[config.mk]
export PLATFORM = sky130hd
export DESIGN_NAME = waveform_peak_segmenter_flat
export DESIGN_NICKNAME = d
export VERILOG_FILES = /design/src/design/wps_pkg.sv /design/src/design/wps_sample_if.sv /design/src/design/wps_peak_if.sv /design/src/design/wps_core.sv /design/src/design/wps_outq.sv /design/src/design/waveform_peak_segmenter.sv /design/src/flat_wrapper.sv
export SDC_FILE = /design/constraint.sdc
export NUM_CORES = 1
export LEC_CHECK = 0
export BUFFER_PORTS_ARGS = -buffer_cell sky130_fd_sc_hd__buf_2
export CORE_MARGIN = 4
export CORE_UTILIZATION = 55
export DETAILED_ROUTE_END_ITERATION = 7
export PLACE_DENSITY = 0.8
export SYNTH_ARGS = -nofsm -noshare
export SYNTH_HDL_FRONTEND = slang
export SYNTH_SLANG_ARGS = --single-unit
[constraint.sdc]
create_clock -name clk -period 5 [get_ports clk]
set_input_delay 1.5 -clock clk [delete_from_list [all_inputs] [get_ports clk]]
set_output_delay 1.5 -clock clk [all_outputs]
set_load 0.1 [all_outputs]
[src/design/wps_pkg.sv]
// ----------------------------------------------------------------------------
// wps_pkg
// Shared constants and types for the waveform peak segmenter.
// ----------------------------------------------------------------------------
`default_nettype none

package wps_pkg;

  localparam int THR_BITS = 16;
  localparam int STEP_SHIFT = 4;
  localparam logic [THR_BITS-1:0] THRESHOLD_RESET = 16'd48;

  localparam int OQ_DEPTH = 4;
  localparam int OQ_PTR_W = $clog2(OQ_DEPTH);
  localparam int OQ_CNT_W = $clog2(OQ_DEPTH + 1);

  typedef struct packed {
    logic emit_a;
    logic emit_b;
  } wps_push_t;

endpackage

`default_nettype wire

[src/design/wps_sample_if.sv]
// ----------------------------------------------------------------------------
// wps_sample_if
// Sample channel: valid/ready handshake with one waveform sample per word.
// ----------------------------------------------------------------------------
`default_nettype none

interface wps_sample_if #(
  parameter int ADC_BITS  = 12,
  parameter int TIME_BITS = 16
) ();
  logic                 valid;
  logic                 ready;
  logic [ADC_BITS-1:0]  sample_value;
  logic [TIME_BITS-1:0] sample_time;
  logic                 last_sample;

  modport source (output valid, output sample_value, output sample_time,
                  output last_sample, input ready);
  modport sink (input valid, input sample_value, input sample_time,
                input last_sample, output ready);
endinterface

`default_nettype wire

[src/design/wps_peak_if.sv]
// ----------------------------------------------------------------------------
// wps_peak_if
// Peak channel: valid/ready handshake with one closed segment per word.
// ----------------------------------------------------------------------------
`default_nettype none

interface wps_peak_if #(
  parameter int ADC_BITS  = 12,
  parameter int TIME_BITS = 16
) ();
  logic                 valid;
  logic                 ready;
  logic [TIME_BITS-1:0] peak_time;
  logic [ADC_BITS-1:0]  peak_height;
  logic                 last_peak;

  modport source (output valid, output peak_time, output peak_height,
                  output last_peak, input ready);
  modport sink (input valid, input peak_time, input peak_height,
                input last_peak, output ready);
endinterface

`default_nettype wire

[src/design/wps_core.sv]
// ----------------------------------------------------------------------------
// wps_core
// Input register, segment state and hysteresis compare; emits up to two
// closed segments per sample into the output queue.
// ----------------------------------------------------------------------------
`default_nettype none

module wps_core
  import wps_pkg::*;
#(
  parameter int ADC_BITS  = 12,
  parameter int TIME_BITS = 16
) (
  input  wire logic                 clk,
  input  wire logic                 rst,
  input  wire logic                 cfg_wr_en,
  input  wire logic [THR_BITS-1:0]  cfg_wr_data,
  input  wire logic                 in_valid,
  output logic                      in_ready,
  input  wire logic [ADC_BITS-1:0]  in_value,
  input  wire logic [TIME_BITS-1:0] in_time,
  input  wire logic                 in_last,
  input  wire logic                 has_room,
  output wps_push_t                 push,
  output logic [TIME_BITS-1:0]      a_time,
  output logic [ADC_BITS-1:0]       a_height,
  output logic                      a_last,
  output logic [TIME_BITS-1:0]      b_time,
  output logic [ADC_BITS-1:0]       b_height
);

  localparam int CmpW = ADC_BITS + STEP_SHIFT + THR_BITS;

  logic [THR_BITS-1:0]  step_threshold;

  logic                 q_valid;
  logic [ADC_BITS-1:0]  q_value;
  logic [TIME_BITS-1:0] q_time;
  logic                 q_last;

  logic [ADC_BITS-1:0]  segment_max, segment_max_next;
  logic [TIME_BITS-1:0] segment_max_time, segment_max_time_next;
  logic [ADC_BITS-1:0]  previous_value, previous_value_next;
  logic                 falling_seen, falling_seen_next;
  logic                 segment_open, segment_open_next;

  logic                 fire;
  logic [ADC_BITS-1:0]  diff_dn, diff_up;
  logic [CmpW-1:0]      thr_ext, dn_ext, up_ext;
  logic                 drop, rise, brk;

  assign fire = q_valid && has_room;
  assign in_ready = !q_valid || fire;

  always_ff @(posedge clk) begin
    if (rst) begin
      step_threshold <= THRESHOLD_RESET;
    end else if (cfg_wr_en) begin
      step_threshold <= cfg_wr_data;
    end
  end

  always_ff @(posedge clk) begin
    if (rst) begin
      q_valid <= 1'b0;
    end else if (in_ready) begin
      q_valid <= in_valid;
    end
  end

  always_ff @(posedge clk) begin
    if (in_ready && in_valid) begin
      q_value <= in_value;
      q_time  <= in_time;
      q_last  <= in_last;
    end
  end

  // hysteresis compare: 16 * |step| > threshold
  always_comb begin
    diff_dn = previous_value - q_value;
    diff_up = q_value - previous_value;
    thr_ext = {{(ADC_BITS + STEP_SHIFT){1'b0}}, step_threshold};
    dn_ext  = {{THR_BITS{1'b0}}, diff_dn, {STEP_SHIFT{1'b0}}};
    up_ext  = {{THR_BITS{1'b0}}, diff_up, {STEP_SHIFT{1'b0}}};
    drop    = (previous_value > q_value) && (dn_ext > thr_ext);
    rise    = (q_value > previous_value) && (up_ext > thr_ext);
    brk     = segment_open && falling_seen && rise;
  end

  always_comb begin
    segment_max_next      = segment_max;
    segment_max_time_next = segment_max_time;
    previous_value_next   = previous_value;
    falling_seen_next     = falling_seen;
    segment_open_next     = segment_open;
    if (!segment_open || brk) begin
      segment_max_next      = q_value;
      segment_max_time_next = q_time;
      previous_value_next   = q_value;
      falling_seen_next     = 1'b0;
      segment_open_next     = 1'b1;
    end else begin
      falling_seen_next   = falling_seen || drop;
      previous_value_next = q_value;
      if (q_value > segment_max) begin
        segment_max_next      = q_value;
        segment_max_time_next = q_time;
      end
    end
    if (q_last) begin
      segment_open_next = 1'b0;
      falling_seen_next = 1'b0;
    end
  end

  always_comb begin
    push.emit_a = fire && (brk || q_last);
    push.emit_b = fire && brk && q_last;
    if (brk) begin
      a_time   = segment_max_time;
      a_height = segment_max;
      a_last   = 1'b0;
    end else begin
      a_time   = segment_max_time_next;
      a_height = segment_max_next;
      a_last   = 1'b1;
    end
    b_time   = q_time;
    b_height = q_value;
  end

  always_ff @(posedge clk) begin
    if (rst) begin
      segment_max      <= '0;
      segment_max_time <= '0;
      previous_value   <= '0;
      falling_seen     <= 1'b0;
      segment_open     <= 1'b0;
    end else if (fire) begin
      segment_max      <= segment_max_next;
      segment_max_time <= segment_max_time_next;
      previous_value   <= previous_value_next;
      falling_seen     <= falling_seen_next;
      segment_open     <= segment_open_next;
    end
  end

endmodule

`default_nettype wire

[src/design/wps_outq.sv]
// ----------------------------------------------------------------------------
// wps_outq
// Small result queue: takes up to two peak words per cycle, hands out one when peak is ready.
// ----------------------------------------------------------------------------
`default_nettype none

module wps_outq
  import wps_pkg::*;
#(
  parameter int ADC_BITS  = 12,
  parameter int TIME_BITS = 16
) (
  input  wire logic                 clk,
  input  wire logic                 rst,
  input  wire wps_push_t            push,
  input  wire logic [TIME_BITS-1:0] a_time,
  input  wire logic [ADC_BITS-1:0]  a_height,
  input  wire logic                 a_last,
  input  wire logic [TIME_BITS-1:0] b_time,
  input  wire logic [ADC_BITS-1:0]  b_height,
  output logic                      has_room,
  wps_peak_if.source                peak
);

  localparam int EntW = TIME_BITS + ADC_BITS + 1;

  logic [EntW-1:0]     entries [OQ_DEPTH];
  logic [OQ_PTR_W-1:0] wr_ptr, rd_ptr;
  logic [OQ_CNT_W-1:0] count;
  logic                pop;
  logic [OQ_CNT_W-1:0] push_n;
  logic [EntW-1:0]     rd_entry;

  assign pop = peak.valid && peak.ready;
  assign push_n = OQ_CNT_W'(push.emit_a) + OQ_CNT_W'(push.emit_b);
  assign has_room = count <= OQ_CNT_W'(OQ_DEPTH - 2);

  assign rd_entry = entries[rd_ptr];
  assign peak.valid = count != '0;
  assign peak.peak_time = rd_entry[EntW-1 -: TIME_BITS];
  assign peak.peak_height = rd_entry[ADC_BITS:1];
  assign peak.last_peak = rd_entry[0];

  always_ff @(posedge clk) begin
    if (push.emit_a) begin
      entries[wr_ptr] <= {a_time, a_height, a_last};
    end
    if (push.emit_b) begin
      entries[wr_ptr + OQ_PTR_W'(1)] <= {b_time, b_height, 1'b1};
    end
  end

  always_ff @(posedge clk) begin
    if (rst) begin
      wr_ptr <= '0;
      rd_ptr <= '0;
      count  <= '0;
    end else begin
      wr_ptr <= wr_ptr + push_n[OQ_PTR_W-1:0];
      if (pop) begin
        rd_ptr <= rd_ptr + OQ_PTR_W'(1);
      end
      count <= count + push_n - OQ_CNT_W'(pop);
    end
  end

endmodule

`default_nettype wire

[src/design/waveform_peak_segmenter.sv]
// ----------------------------------------------------------------------------
// waveform_peak_segmenter
// Splits a digitizer waveform into peak segments with step hysteresis.
//
//   channel   dir  word
//   sample    in   sample_value, sample_time, last_sample
//   peak      out  peak_time, peak_height, last_peak
//   cfg       in   cfg_wr_en, cfg_wr_data (step_threshold)
//
// one sample per cycle while the queue has room; a result passes through
// the input register, then the result queue
// a last sample that breaks a segment yields two words
// peak stalls fill a four-word queue; a held sample waits, and sample ready
// drops, while fewer than two words are free
// rst clears segment state and queue and resets threshold to 48
// ----------------------------------------------------------------------------
`default_nettype none

module waveform_peak_segmenter
  import wps_pkg::*;
#(
  parameter int ADC_BITS  = 12,
  parameter int TIME_BITS = 16
) (
  input  wire logic                clk,
  input  wire logic                rst,
  input  wire logic                cfg_wr_en,
  input  wire logic [THR_BITS-1:0] cfg_wr_data,
  wps_sample_if.sink               sample,
  wps_peak_if.source               peak
);

  wps_push_t            push;
  logic                 has_room;
  logic                 in_ready;
  logic [TIME_BITS-1:0] a_time, b_time;
  logic [ADC_BITS-1:0]  a_height, b_height;
  logic                 a_last;

  assign sample.ready = in_ready;

  wps_core #(
    .ADC_BITS  (ADC_BITS),
    .TIME_BITS (TIME_BITS)
  ) u_core (
    .clk         (clk),
    .rst         (rst),
    .cfg_wr_en   (cfg_wr_en),
    .cfg_wr_data (cfg_wr_data),
    .in_valid    (sample.valid),
    .in_ready    (in_ready),
    .in_value    (sample.sample_value),
    .in_time     (sample.sample_time),
    .in_last     (sample.last_sample),
    .has_room    (has_room),
    .push        (push),
    .a_time      (a_time),
    .a_height    (a_height),
    .a_last      (a_last),
    .b_time      (b_time),
    .b_height    (b_height)
  );

  wps_outq #(
    .ADC_BITS  (ADC_BITS),
    .TIME_BITS (TIME_BITS)
  ) u_outq (
    .clk      (clk),
    .rst      (rst),
    .push     (push),
    .a_time   (a_time),
    .a_height (a_height),
    .a_last   (a_last),
    .b_time   (b_time),
    .b_height (b_height),
    .has_room (has_room),
    .peak     (peak)
  );

endmodule

`default_nettype wire
[src/flat_wrapper.sv]
// flat-port wrapper written by rule: the top's interface ports become plain ports
module waveform_peak_segmenter_flat import wps_pkg::*;
#(
  parameter int ADC_BITS  = 12,
  parameter int TIME_BITS = 16
)
  (clk, rst, cfg_wr_en, cfg_wr_data, sample_valid, sample_sample_value, sample_sample_time, sample_last_sample, sample_ready, peak_valid, peak_peak_time, peak_peak_height, peak_last_peak, peak_ready);
  wps_sample_if #(.ADC_BITS(ADC_BITS), .TIME_BITS(TIME_BITS)) sample_i ();
  wps_peak_if #(.ADC_BITS(ADC_BITS), .TIME_BITS(TIME_BITS)) peak_i ();
  input  wire logic clk;
  input  wire logic rst;
  input  wire logic cfg_wr_en;
  input  wire logic [THR_BITS-1:0] cfg_wr_data;
  input wire logic [$bits(sample_i.valid)-1:0] sample_valid;
  input wire logic [$bits(sample_i.sample_value)-1:0] sample_sample_value;
  input wire logic [$bits(sample_i.sample_time)-1:0] sample_sample_time;
  input wire logic [$bits(sample_i.last_sample)-1:0] sample_last_sample;
  output wire logic [$bits(sample_i.ready)-1:0] sample_ready;
  output wire logic [$bits(peak_i.valid)-1:0] peak_valid;
  output wire logic [$bits(peak_i.peak_time)-1:0] peak_peak_time;
  output wire logic [$bits(peak_i.peak_height)-1:0] peak_peak_height;
  output wire logic [$bits(peak_i.last_peak)-1:0] peak_last_peak;
  input wire logic [$bits(peak_i.ready)-1:0] peak_ready;
  assign sample_i.valid = sample_valid;
  assign sample_i.sample_value = sample_sample_value;
  assign sample_i.sample_time = sample_sample_time;
  assign sample_i.last_sample = sample_last_sample;
  assign sample_ready = sample_i.ready;
  assign peak_valid = peak_i.valid;
  assign peak_peak_time = peak_i.peak_time;
  assign peak_peak_height = peak_i.peak_height;
  assign peak_last_peak = peak_i.last_peak;
  assign peak_i.ready = peak_ready;
  waveform_peak_segmenter #(.ADC_BITS(ADC_BITS), .TIME_BITS(TIME_BITS)) u_core (.clk(clk), .rst(rst), .cfg_wr_en(cfg_wr_en), .cfg_wr_data(cfg_wr_data), .sample(sample_i), .peak(peak_i));
endmodule
---- Word level (Yosys, flattened, before mapping) ----
Memory sizes are Yosys's and may differ from the RTL's. A register that Yosys moved wholly into a read port is not among the register bits.
Cells that the tools add are included.
word-level totals
  register bits ........................... 95
  latch bits .............................. 0
  bits in writable memories ............... 116
  memory bits (read-only) ................. 0
  input bits .............................. 50
  output and inout port bits .............. 31
  memories kept ........................... 1
operators by class
  add/subtract/negate cells ............... 8
  $mul .................................... 0
  divide/modulo/power cells ............... 0
  order comparisons ....................... 6
  equal/unequal tests ..................... 0
  shift-type cells ........................ 0
  muxes and demuxes ....................... 17
  bitwise logic cells ..................... 0
  reduce and logical (&&, ||, !) cells .... 19
memories
  name                   words  bits a word  read ports  clocked after memory_dff  wr ports  RTL line        RTL
  u_core.u_outq.entries  4      29           1           1                         2         wps_outq.sv:27  logic [EntW-1:0] entries [OQ_DEPTH];
operators with widths
  cell                                                                              count
  16-bit two-way mux                                                                3
  12-bit greater-than comparator                                                    3
  12-bit two-way mux                                                                3
  16-bit greater-than comparator                                                    2
  12-bit subtractor                                                                 2
  1-bit logical AND                                                                 10
  1-bit two-way mux                                                                 9
  2-bit by 1-bit adder with 2-bit output, second input constant                     2
  1-bit logical OR                                                                  4
  2-bit two-way mux                                                                 2
  3-bit by 2-bit adder with 3-bit output                                            1
  3-bit by 2-bit less-or-equal comparator with 1-bit output, second input constant  1
  3-bit nonzero test                                                                1
  3-bit by 1-bit subtractor with 3-bit output                                       1
  1-bit by 1-bit adder with 2-bit output                                            1
  2-bit adder                                                                       1
  1-bit zero test                                                                   2
  2-bit AND reduction                                                               1
  2-bit nonzero test                                                                1

---- Longest topological paths before layout ----
  word-level depth ........................ 9
  depth in mapped cells ................... 29
  mapped depth without buffers ............ 28

---- By module ----
From an unflattened synthesis, not the netlist that was laid out.
unflattened totals
  cell total of the unflattened synthesis .. 920
  area, all modules ....................... 11283.3 um^2
modules (own cells, without submodules)
  module    times used  cells each  area each (um^2)
  wps_outq  1           348         5859.4
  wps_core  1           572         5424.0

---- Least setup slack after synthesis ----
Ideal clock, no wire load.
  path kind ............................... register to register
  from .................................... register u_core.u_core.q_value[1], in the netlist u_core.u_core.b_height[1]
  to ...................................... memory u_core.u_outq.entries[2][10] (netlist bit), enable pin
  setup time .............................. 423 ps
  arrival time ............................ 5028 ps
  slack ................................... -452 ps
  stages on the path, launching flop included .. 18
  path buffers ............................ 1
  clock period less this slack ............ 5452 ps
  cell sequence ........................... edfxtp_1 inv_1 ha_1 nor2b_1 o21ai_0 a21boi_1 o21ai_0 a21oi_1 or4b_2 nand3_1 ha_1 and3_1 nand4_1 o21a_1 a211oi_4 buf_2 o21ai_2 o22ai_1
RTL lines
  element                 RTL line        RTL
  start, declared         wps_core.sv:37  logic [ADC_BITS-1:0] q_value;
  start signal, assigned  wps_core.sv:73  q_value <= in_value;
  end, declared           wps_outq.sv:27

---- Worst setup path after layout ----
  from .................................... register u_core.u_core.q_value[0], in the netlist u_core.u_core.b_height[0]
  to ...................................... register u_core.u_outq.count[2]
between the ends
  word-level cells in the longest chain between the ends .. 9
  elaborated cells between the ends (all ways) .. 12
  those cells by class .................... 4 x add/sub; 2 x order compare; 6 x reduce/logical
RTL lines
  element                                                       RTL line                          RTL
  12-bit subtractor                                             wps_core.sv:82                    diff_up = q_value - previous_value;
  16-bit greater-than comparator                                wps_core.sv:87                    rise = (q_value > previous_value) && (up_ext > thr_ext);
  1-bit logical AND (*)                                         wps_core.sv:87
  1-bit logical AND (*)                                         wps_core.sv:88                    brk = segment_open && falling_seen && rise;
  1-bit logical OR / 1-bit logical AND (equally long branches)  wps_core.sv:118, wps_core.sv:119
  1-bit logical AND, on equally long branches                   wps_core.sv:118, wps_core.sv:119
  1-bit by 1-bit adder with 2-bit output (*)                    wps_outq.sv:35                    assign push_n = OQ_CNT_W'(push.emit_a) + OQ_CNT_W'(push.emit_b);
  3-bit by 2-bit adder with 3-bit output (*)                    wps_outq.sv:63                    count <= count + push_n - OQ_CNT_W'(pop);
  3-bit by 1-bit subtractor with 3-bit output (*)               wps_outq.sv:63
  end signal, assigned                                          wps_outq.sv:63
  end, declared                                                 wps_outq.sv:29                    logic [OQ_CNT_W-1:0] count;
Every way passes the cells marked *; elsewhere a longest branch is shown, timed or not.
A chain may end at the register's enable or synchronous reset.

==> summary.md <==
| Metric | Value |
|---|---|
| Status | `finished clean` |
| Worst R2R Path Depth | `27` |
| Post-synthesis cell area | `roughly 0.011 mm^2` |
| Clock Latency Late Sink | `0.52 ns` |
| Max-cap violations | `0` |
| Largest net degree at the start of global routing | `36` |
| Total number of vias | `between 7,000 and 8,000` |
| CTS Buffer Depth | `3` |
| Share of power burned in registers | `36.8%` |
| I/O Buffers | `80` |
| Min-delay worst type | `reg2reg` |
| Multi-input gate area | `between 0.005 and 0.006 mm^2` |
| Vias in the first global route | `approximately 7,700` |
| Unique masters post-synth | `a little under 70` |
| Pins over their slew limit | `0` |
| Seq/Total Area, Yosys | `around half` |
| Switch Pwr | `between 2000 and 2500 uW` |
| Core Box Area | `roughly 0.02 mm^2` |
| CP Class | `reg2reg` |
| Tot GR Track Use | `approximately 22%` |
| Crit. End Element | `register` |
| Syn Inst Count | `roughly 900` |
| Placed cells | `approximately 1,200` |
| Detailed Routing Iterations Pass 1 | `5` |
| Layout fillers | `approximately 1,400` |
| Residual DRC | `0` |
| Top_reg_cell synth | `edfxtp_1` |
| DP Wirelength | `between 15 and 20 mm` |
| Die Area | `0.0224 mm^2` |
| Switch share | `a little under two fifths` |
| CP max FO | `3` |
| Combinational Power Share | `about a third` |
| Seq cells post-synth | `213` |
| Synthesized Nets | `between 1,000 and 1,500` |
| Routed WL | `approximately 25 mm` |
| Fin crit share | `98.2%` |
| Worst r2r src | `u_core.u_core.b_height[0]` |
| Placer Congestion | `about 0.92` |
| Arr. time, crit path | `approximately 5.3 ns` |
| Reg area | `between 0.005 and 0.006 mm^2` |
| CTS tree | `yes` |
| Synth Area per Inst | `about 12 um^2` |
| DRT iter0 DRCs | `748` |
| WL/cell | `19.7 um` |
| Num CTS Buffers | `23` |
| Period minus WS final | `approximately 4.9 ns` |
| Initial Util | `between 50% and 60%` |
| Final Power | `slightly below 6000 uW` |
| Layout net count | `roughly 1,100` |
| Fmax | `between 200 and 250 MHz` |
| Hold_buf cts | `0` |
| Worst endpoint required time | `~5.4 ns` |
| Post-synth EDFFs | `~140` |
| Overflow after GRT | `0` |
| Clock power frac | `29.0%` |
| H-tree levels | `1` |
| Pleak | `between 0.004 and 0.005 uW` |
| Internal | `3610 uW` |
| Sink Count | `213` |
| DIE WIDTH | `around 150 um` |
| ANT nets after route | `0` |
| IR Drop Worst-Case VDD | `0.331 mV` |
| Antenna violations before repair | `0` |
| CP Capture Point | `u_core.u_outq.count[2]` |
| FFs w/ async S/R, synth | `0%` |
| Io pins | `81` |
| Relative slew margins | `31.4%` |
| Worst R2R Setup Slack | `0.09 ns` |
| Final setup TNS | `0 ns` |
| Final Hold Viols | `0` |
| Antenna diodes | `0` |
| Root buf cell | `clkbuf_16` |
| P&R area growth vs syn | `15.5%` |
| Fin cells | `~1,300` |
| Critical Path Start | `u_core.u_core.b_height[0]` |
| Worst-path clk slew | `around 0.060 ns` |
| Total power divided by cell area | `roughly 450 mW/mm^2` |
| First-pass GRT wire length | `39.6 mm` |
| Rows | `51` |
| Least-Margin Pin Slew | `~1 ns` |
| Vias per cell | `around 6.0` |
| Final Setup Violations | `0` |
| Layout cells sized above 1 | `between 20% and 30%` |
| Final Skew | `around 0.024 ns` |
| Reg-to-reg endpoint | `u_core.u_outq.count[2]` |
| Startpoint types | `register` |
| Yosys warning total | `0` |
| Die H | `approximately 150 um` |
-- critical path, cell delays in order (launching register included) --
cell and delay, ns:
edfxtp_1 0.41, inv_2 0.11, ha_4 0.14, inv_2 0.04, fa_2 0.37, nand3_2 0.09
nand2_2 0.05, a31o_1 0.20, a21o_1 0.19, a21oi_4 0.16, o311ai_2 0.10, ha_1 0.34
and3_4 0.18, nand4_1 0.11, o21a_1 0.24, a211oi_4 0.38, o21ai_2 0.13, inv_2 0.11
ha_4 0.21, inv_2 0.07, ha_4 0.19, inv_2 0.04, ha_2 0.15, inv_2 0.04
fa_2 0.36, xnor2_2 0.17, xnor2_1 0.13, nor2_1 0.05
-- layer usage --
metal,track usage [%],wire length (um),share of wire [%],vias to the layer above
li1,-,-,-,3659
met4,7.09,538,2.1,0
met3,3.30,1570,6.1,50
met2,38.8,12700,50,282
met5,0,0,0,-
met1,28.5,10600,42,3768
-- worst min path at each step --
stage / startpoint / endpoint / slack [ns] / cells past startpoint
floorplan: u_core.u_outq.entries[0][0] / u_core.u_outq.entries[0][0] / 0.43 / 1
global placement: u_core.u_outq.entries[0][0] / u_core.u_outq.entries[0][0] / 0.45 / 1
detailed placement: u_core.u_outq.entries[0][0] / u_core.u_outq.entries[0][0] / 0.45 / 1
CTS: u_core.u_outq.entries[0][0] / u_core.u_outq.entries[0][0] / 0.47 / 1
global route: u_core.u_core.previous_value[5] / u_core.u_core.previous_value[5] / 0.49 / 2
finish: u_core.u_outq.entries[0][0] / u_core.u_outq.entries[0][0] / 0.47 / 1
-- cells by family (layout without fill, tap and decap cells) --
kind of cell             count (synthesis)  count (layout)  share of synthesized area (%)
AO/OA/AOI/OAI                          238             238                           17.0
flip-flops                             213             213                           51.5
AND/OR/NAND/NOR                        204             204                           8.80
buffers and inverters                  118             231                           4.67
adder cells (fa/ha/maj)                 67              67                           7.81
multiplexers                            60              60                           8.74
XOR/XNOR                                19              19                           1.51
-- synthesized netlist by cell type (all sizes together) (4+ instances only) --
master / count / area share, %
o21ai: 15 / 0.71
nor2: 63 / 2.1
nand2: 69 / 2.3
nand4: 6 / 0.34
dfxtp: 72 / 13
nor2b: 10 / 0.57
mux2i: 31 / 2.8
a2111oi: 7 / 0.73
xnor2: 11 / 0.87
inv: 63 / 2.1
xor2: 8 / 0.64
o22ai: 6 / 0.59
nand2b: 6 / 0.34
edfxtp: 141 / 38
mux4: 29 / 5.9
a21oi: 55 / 2.6
clkbuf: 21 / 0.71
a21o: 12 / 0.82
nor3: 6 / 0.37
and3: 4 / 0.23
ha: 64 / 7.3
a22o: 112 / 8.9
nand3: 20 / 0.91
buf: 34 / 1.8
-- registers in the layout, summed over array words and instances (netlist names), named ones only --
name / cells
u_core.u_outq.entries: 116
u_core.u_core.q_valid: 1
u_core.u_outq.count: 3
u_core.u_core.q_last: 1
u_core.u_core.segment_open: 1
u_core.u_core.previous_value: 12
u_core.u_outq.rd_ptr: 2
u_core.u_core.falling_seen: 1
u_core.u_core.b_time: 16
u_core.u_core.b_height: 12
u_core.u_outq.wr_ptr: 2
u_core.u_core.step_threshold: 16
u_core.u_core.segment_max: 12
u_core.u_core.segment_max_time: 16
-- repair_timing --
item                       CTS  global route
resized for setup            0            20
setup endpoints to repair    1            86
cloned                       0             0
pin swaps                    4            17
setup buffers                0             8
-- power by group through the flow --
stage          registers [uW]  clock network (uW)  logic (uW)
2_1_floorplan            2110                   0        1590
3_3_place_gp             2150                   0        1890
3_5_place_dp             2160                   0        1920
4_1_cts                  2120                1700        1930
5_1_grt                  2140                1770        2100
6_report                 2120                1670        1980
-- stage by stage --
step           hold slack (ns)  instance area [um^2]  util [%]  worst slack (ns)
2_1_floorplan            0.432                 11100         -            -0.235
3_3_place_gp             0.449                 11800      60.5             0.121
3_5_place_dp             0.454                 11800      60.5          -0.00998
4_1_cts                  0.467                 12600      64.3           0.00372
5_1_grt                  0.493                 12700      65.0           -0.0889
6_report                 0.468                 12700      65.0            0.0923
-- layout make-up --
cell class                 instances  area share (%)
clock buffer                      35            5.03
clock inverter                     7           0.835
inverter                          63            1.86
multi-input combinational        588            39.3
sequential                       213            44.6
tap                              265            2.60
timing repair buffer             126            5.85
-- cell usage in the layout (no fill, tap or decap), types with 12 or more instances in the layout --
cell type / synthesis / final
a22o_1: 112 / 112
nand2_1: 69 / 67
nand3_1: 20 / 18
ha_1: 64 / 59
buf_4: 2 / 46
edfxtp_1: 141 / 141
mux2i_1: 31 / 31
a21o_1: 12 / 12
a21oi_1: 54 / 52
dfxtp_1: 72 / 71
buf_2: 22 / 80
mux4_2: 29 / 29
clkbuf_16: 0 / 23
nor2_1: 63 / 60
inv_1: 62 / 56
No activity file was read; power rests on OpenSTA's default activity.
